`src/hw/rtl/b2da_pkg.sv`:
```
// ----------------------------------------------------------------------------
// b2da_pkg
// Types, character codes, format codes and the power-of-ten table shared by
// the binary to decimal ASCII converter.
// ----------------------------------------------------------------------------
`default_nettype none

package b2da_pkg;

    localparam int unsigned VALUE_W   = 32;
    localparam int unsigned OP_W      = 3;
    localparam int unsigned CHAR_W    = 8;
    localparam int unsigned DIGIT_W   = 4;
    localparam int unsigned IDX_W     = 4;
    localparam int unsigned SHIFT_W   = 2;

    localparam logic [IDX_W-1:0] IDX_LAST  = 4'd9;
    localparam logic [IDX_W-1:0] IDX_S8    = 4'd7;
    localparam logic [IDX_W-1:0] IDX_S16   = 4'd5;
    localparam logic [IDX_W-1:0] IDX_S32   = 4'd0;

    localparam logic [CHAR_W-1:0] CHAR_ZERO  = 8'h30;
    localparam logic [CHAR_W-1:0] CHAR_MINUS = 8'h2D;
    localparam logic [CHAR_W-1:0] CHAR_SPACE = 8'h20;

    typedef enum logic [OP_W-1:0] {
        OP_U8    = 3'd0,
        OP_S8    = 3'd1,
        OP_U16   = 3'd2,
        OP_S16   = 3'd3,
        OP_U32   = 3'd4,
        OP_S32   = 3'd5,
        OP_UFREE = 3'd6,
        OP_SFREE = 3'd7
    } t_op;

    typedef enum logic [1:0] {
        ST_IDLE = 2'd0,
        ST_SIGN = 2'd1,
        ST_CALC = 2'd2,
        ST_EMIT = 2'd3
    } t_state;

    // Weight of decimal position idx, most significant position first.
    function automatic logic [VALUE_W-1:0] pow10(input logic [IDX_W-1:0] idx);
        logic [VALUE_W-1:0] p;
        case (idx)
            4'd0:    p = 32'd1000000000;
            4'd1:    p = 32'd100000000;
            4'd2:    p = 32'd10000000;
            4'd3:    p = 32'd1000000;
            4'd4:    p = 32'd100000;
            4'd5:    p = 32'd10000;
            4'd6:    p = 32'd1000;
            4'd7:    p = 32'd100;
            4'd8:    p = 32'd10;
            default: p = 32'd1;
        endcase
        return p;
    endfunction

endpackage

`default_nettype wire

```
`src/hw/rtl/b2da_sub_unit.sv`:
```
// ----------------------------------------------------------------------------
// b2da_sub_unit
// Shared trial subtractor: compares the remainder against a power of ten
// scaled by 1, 2, 4 or 8 and returns the reduced remainder.
// ----------------------------------------------------------------------------
`default_nettype none

module b2da_sub_unit
    import b2da_pkg::*;
(
    input  wire logic [VALUE_W-1:0] i_rem,
    input  wire logic [IDX_W-1:0]   i_idx,
    input  wire logic [SHIFT_W-1:0] i_shift,
    output logic                    o_ge,
    output logic [VALUE_W-1:0]      o_diff
);

    // Eight times one billion needs 33 bits; one more bit holds the borrow.
    logic [VALUE_W+1:0] w_weight;
    logic [VALUE_W+2:0] w_trial;

    always_comb begin
        w_weight = {2'b00, pow10(i_idx)} << i_shift;
        w_trial  = {3'b000, i_rem} - {1'b0, w_weight};
        o_ge     = ~w_trial[VALUE_W+2];
        o_diff   = w_trial[VALUE_W-1:0];
    end

endmodule

`default_nettype wire

```
`config.mk`:
```
export PLATFORM = sky130hd
export DESIGN_NAME = b2da_sub_unit
export DESIGN_NICKNAME = d
export VERILOG_FILES = /design/src/hw/rtl/b2da_pkg.sv /design/src/hw/rtl/b2da_sub_unit.sv
export SDC_FILE = /design/constraint.sdc
export NUM_CORES = 1
export LEC_CHECK = 0
export ABC_AREA = 1
export BUFFER_PORTS_ARGS = -buffer_cell sky130_fd_sc_hd__clkbuf_2
export CORE_ASPECT_RATIO = 0.7
export CORE_MARGIN = 2
export CORE_UTILIZATION = 47
export DETAILED_ROUTE_END_ITERATION = 12
export GPL_ROUTABILITY_DRIVEN = 0
export PLACE_DENSITY = 0.73
export SETUP_SLACK_MARGIN = 0.4
export SKIP_LAST_GASP = 1
export SLEW_MARGIN = 20
export SYNTH_ARGS = -nofsm -noshare
export SYNTH_HDL_FRONTEND = slang
export SYNTH_SLANG_ARGS = --single-unit
```
`constraint.sdc`:
```
create_clock -name vclk -period 2.4
set_input_delay 0.24 -clock vclk [all_inputs]
set_output_delay 0.24 -clock vclk [all_outputs]
set_load 0.1 [all_outputs]
```
==> results.json, run 1 <==
{
  "haltStage": "clock tree synthesis",
  "ios": 71,
  "post_cts_buffers": 20,
  "ys_seq_area_share_pct": 0,
  "cts_resized": 199,
  "error_line": "[ERROR DPL-0038] Utilization greater than 100%, impossible to legalize",
  "synth_area_um2": 3180,
  "numPortBuffers": 71,
  "status": "did not finish",
  "fp.dieW_um": 102,
  "synth_top_area_share_pct": 35.8,
  "cts-hold-fix-buffers": 0,
  "die_y_um": 72.8,
  "synth_warnings": 0,
  "synth_top_area_cell": "nand2_1",
  "rows": 25,
  "synthCells": 676,
  "synthTopCellsByArea": "nand2_1 36%, ha_1 15%, inv_1 15%, nor2_1 7.1%, o21ai_0 5.2%",
  "syn_area_per_cell_um2": 4.70,
  "synth_cell_types": 29,
  "start_util_pct": 47.7,
  "syn_nets": 754,
  "hpwl_mm": 11.6
}
-- metrics by stage --
stage	utilization [%]	instances	setup WS, ns	hold WS [ns]	area (µm²)
3_5_place_dp	87.9	932	-0.876	0.968	5860
3_3_place_gp	87.9	932	-0.692	0.932	5860
2_1_floorplan	-	676	-0.338	0.845	4150
-- synth_stat cells, types with 3 or more instances --
library cell  number
xor2_1            14
ha_1              39
nand2_1          303
inv_1            124
clkbuf_1           8
nor2_1            60
o21ai_0           33
nor3_1             4
or2_2              3
nand3_1           32
nand4_1            4
o21ai_1            3
o22ai_1            5
a31oi_1            4
a21oi_1           22
-- cells by family after synthesis --
logic type               after synthesis  share of synthesized area [%]
XOR/XNOR                              15                           4.13
adder cells (fa/ha/maj)               40                           16.0
AND/OR/NAND/NOR                      412                           51.4
multiplexers                           1                          0.315
buffers and inverters                136                           16.1
AO/OA/AOI/OAI                         72                           12.1
==> run 2, diff against run 1 <==
--- a/config.mk
+++ b/config.mk
@@ -7,13 +7,11 @@
 export LEC_CHECK = 0
 export ABC_AREA = 1
 export BUFFER_PORTS_ARGS = -buffer_cell sky130_fd_sc_hd__clkbuf_2
-export CORE_ASPECT_RATIO = 0.7
 export CORE_MARGIN = 2
-export CORE_UTILIZATION = 47
+export CORE_UTILIZATION = 32
 export DETAILED_ROUTE_END_ITERATION = 12
 export GPL_ROUTABILITY_DRIVEN = 0
-export PLACE_DENSITY = 0.73
-export SETUP_SLACK_MARGIN = 0.4
+export PLACE_DENSITY_LB_ADDON = 0.15
 export SKIP_LAST_GASP = 1
 export SLEW_MARGIN = 20
 export SYNTH_ARGS = -nofsm -noshare
==> constraint.sdc (replaced) <==
create_clock -name vclk -period 3.1
set_input_delay 0.31 -clock vclk [all_inputs]
set_output_delay 0.31 -clock vclk [all_outputs]
set_load 0.1 [all_outputs]
==> run 2 against run 1 <==
The run now ends clean. Synthesized area unchanged. Synthesized cell count unchanged.
==> results.json, run 2 <==
{
  "p_per_area_nw_per_um2": 433,
  "synth_cell_types": 29,
  "die_area_um2": 10700,
  "vdd_ir_drop_max_mv": 0.339,
  "tightest_slew_ns": 0.538,
  "crit_family": "simple AND/OR/NAND/NOR gates",
  "critical_path_class": "input port to primary output",
  "grt_first_pass_wirelength_mm": 19.4,
  "timing.final.crit_share_pct": 98.3,
  "syn_nets": 754,
  "slew_headroom_pct": 64.3,
  "die_y_um": 104,
  "setup_viol": 0,
  "fin_setup_tns_ns": 0,
  "hpwl_mm": 10.1,
  "crit_path_cell_trace": "buf_6 > nor2_4 > inv_2 > buf_6 > or2_4 > or2_4 > nand2_4 > o21ai_4 > ha_4 > nand2_4 > nor2_4 > nand2_2 > nor2_4 > nand2_2 > nand2_1 > nand2_1 > nand2_2 > buf_12",
  "synthTopCellsByArea": "nand2_1 36%, ha_1 15%, inv_1 15%, nor2_1 7.1%, o21ai_0 5.2%",
  "worst-path-max-fanout": 4,
  "grt_usage_pct": 21.2,
  "drv_slew": 0,
  "startpoint": "i_idx[3]",
  "synth_area_um2": 3180,
  "synthCells": 676,
  "n_clock_buffer": 0,
  "start_util_pct": 32.7,
  "antenna_found_initial": 0,
  "grt_max_degree": 33,
  "crit_path_start_kind": "input port",
  "drt_iter0_markers": 268,
  "synth_warnings": 0,
  "yosysMostFrequentCell": "nand2_1",
  "crit_required_ns": 2.79,
  "wl_mm": 13.0,
  "layout_common_cells": "215 x nand2_1, 115 x inv_1, 95 x buf_4, 70 x nand2_2, 35 x clkbuf_2",
  "maxCapViolCount": 0,
  "multi_input_area_um2": 3920,
  "nFillCells": 860,
  "synth_top_area_share_pct": 35.8,
  "worstPathArrival_ns": 2.74,
  "period_needed_ns": 3.05,
  "ys_top_cells_by_count": "303 x nand2_1, 124 x inv_1, 60 x nor2_1",
  "diodes": 0,
  "routed_via_density": 4.90,
  "rows": 36,
  "ys_seq_area_share_pct": 0,
  "status": "completed",
  "seq_cell_count": 0,
  "critPathMaxStageDelay_ns": 0.33,
  "ios": 71,
  "critPathSlowestCell": "ha_4",
  "cp_num_buf_inv": 4,
  "setup_ws_ns": 0.0515,
  "drc": 0,
  "vias": 4782,
  "fp.dieW_um": 104,
  "final_cells": 976,
  "synthToLayoutAreaGrowth_pct": 97.7,
  "register_area_um2": 0,
  "p_leak_nw": 3.34,
  "syn_area_per_cell_um2": 4.70,
  "core_area_um2": 9730,
  "firstDrtPassIters": 5,
  "worst_setup_path_end_kind": "primary output",
  "hold_class": "input port to primary output",
  "synth_top_area_cell": "nand2_1",
  "ant_nets": 0,
  "place_inst": 947,
  "nets": 923,
  "avgRoutedWirePerCell_um": 13.3,
  "drive_gt1_share_pct": 48.5,
  "final_common_cell": "nand2_1",
  "cp-endpoint": "o_diff[30]",
  "cp_num_cells": 18,
  "grt_pass1_vias": 4303,
  "p_total_w": 0.00272,
  "numPortBuffers": 71,
  "finalHoldViolCount": 0,
  "max_freq_ghz": 0.328,
  "place_ws_ns": -0.245,
  "grt_overflow": 0
}
[run 2: how the worst min path moves through the flow]
stage / startpoint / endpoint / slack, ns / depth (start not counted)
after detailed placement: i_rem[1] / o_diff[1] / 1.15 / 3
after floorplan: i_rem[20] / o_diff[20] / 1.12 / 4
after CTS: i_rem[1] / o_diff[1] / 1.16 / 3
after global routing: i_rem[1] / o_diff[1] / 1.18 / 3
final: i_rem[1] / o_diff[1] / 1.16 / 3
after global placement: i_rem[1] / o_diff[1] / 1.14 / 3
[run 2: metrics by stage]
stage / hold slack (ns) / instance area (µm²) / util, %
floorplan: 1.12 / 3400 / -
global placement: 1.14 / 4950 / 50.9
detailed placement: 1.15 / 4950 / 50.9
CTS: 1.16 / 5280 / 54.3
global route: 1.18 / 6280 / 64.6
finish: 1.16 / 6280 / 64.6
[run 2: final cells by class]
class / count / share of cell area, %
multi-input cells: 540 / 62.4
repair buffers: 177 / 27.3
inverters: 126 / 7.68
well taps: 133 / 2.65
[run 2: timing repair]
action                     in CTS  in global routing
setup buffers                  15                 14
hold buffers                    0                  0
pin swaps                      46                102
resized for setup              74                242
setup endpoints to repair      22                 28
[run 2: power by group]
part | internal, W | switching (W) | leakage, nW
Clock | 0 | 0 | 0
Sequential | 0 | 0 | 0
Combinational | 0.00104 | 0.00168 | 3.34
[run 2: logic make-up after synthesis]
| logic type | synth area share [%] |
|---|---|
| compound gates | 12.1 |
| simple gates | 51.4 |
| fa+ha+maj | 16.0 |
| xor+xnor | 4.13 |
| buf+inv | 16.1 |
| mux | 0.315 |
[run 2: per-layer routing]
metal | GRT usage, % | part of all wire, % | vias up
met5 | 0 | 0 | -
met4 | 3.19 | 2.5 | 0
met3 | 0.629 | 4.2 | 34
met2 | 39.0 | 51 | 164
met1 | 28.0 | 42 | 2192
li1 | - | - | 2392
[run 2: tightest hold or removal path: cells and delay by family]
| kind | cells | cell delay, ns |
|---|---|---|
| fa+ha+maj | 1 | 0.23 |
| buf+inv | 2 | 0.31 |
(Power assumes the default switching activity.)
==> run 3, diff against run 2 <==
--- a/config.mk
+++ b/config.mk
@@ -8,12 +8,11 @@
 export ABC_AREA = 1
 export BUFFER_PORTS_ARGS = -buffer_cell sky130_fd_sc_hd__clkbuf_2
 export CORE_MARGIN = 2
-export CORE_UTILIZATION = 32
+export CORE_UTILIZATION = 55
 export DETAILED_ROUTE_END_ITERATION = 12
 export GPL_ROUTABILITY_DRIVEN = 0
 export PLACE_DENSITY_LB_ADDON = 0.15
 export SKIP_LAST_GASP = 1
-export SLEW_MARGIN = 20
 export SYNTH_ARGS = -nofsm -noshare
 export SYNTH_HDL_FRONTEND = slang
 export SYNTH_SLANG_ARGS = --single-unit
==> run 3 against run 2 <==
The flow now stops in global routing. Synthesized cell count stayed put. Synthesized area stayed put.
==> results.json, run 3 <==
{
  "yosysMostFrequentCell": "nand2_1",
  "ys_top_cells_by_count": "303 x nand2_1, 124 x inv_1, 60 x nor2_1",
  "worst-ep-kind": "primary output",
  "synth_cell_types": 29,
  "place_ws_ns": -0.227,
  "start_util_pct": 57.4,
  "syn_area_per_cell_um2": 4.70,
  "synth_warnings": 0,
  "synthCells": 676,
  "syn_nets": 754,
  "fp.dieW_um": 80.0,
  "numPortBuffers": 71,
  "hpwl_mm": 10.6,
  "ys_seq_area_share_pct": 0,
  "place_inst": 878,
  "synth_top_area_cell": "nand2_1",
  "grt_max_degree": 28,
  "die_y_um": 80.0,
  "worst_endpoint": "o_diff[27]",
  "synth_area_um2": 3180,
  "synthTopCellsByArea": "nand2_1 36%, ha_1 15%, inv_1 15%, nor2_1 7.1%, o21ai_0 5.2%",
  "ios": 71,
  "status": "did not finish",
  "error_line": "[ERROR DPL-0038] Utilization greater than 100%, impossible to legalize",
  "rows": 27,
  "place_area_um2": 4800,
  "haltStage": "global routing",
  "synth_top_area_share_pct": 35.8
}
[run 3: cell counts after synthesis]
No cell type changed its count.
[run 3: cells by family after synthesis]
family | Yosys count | synth area share [%]
xor+xnor | 15 | 4.13
fa+ha+maj | 40 | 16.0
buf+inv | 136 | 16.1
compound gates | 72 | 12.1
simple gates | 412 | 51.4
mux | 1 | 0.315
[run 3: what timing repair did]
item,CTS
hold buffers,0
buffers inserted,8
pin swaps,42
setup endpoints to repair,24
gates resized for setup,83
[run 3: stage by stage]
step	hold slack, ns	util [%]
after floorplan	1.12	-
after global placement	1.17	86.7
after detailed placement	1.18	86.7
after CTS	1.21	92.0
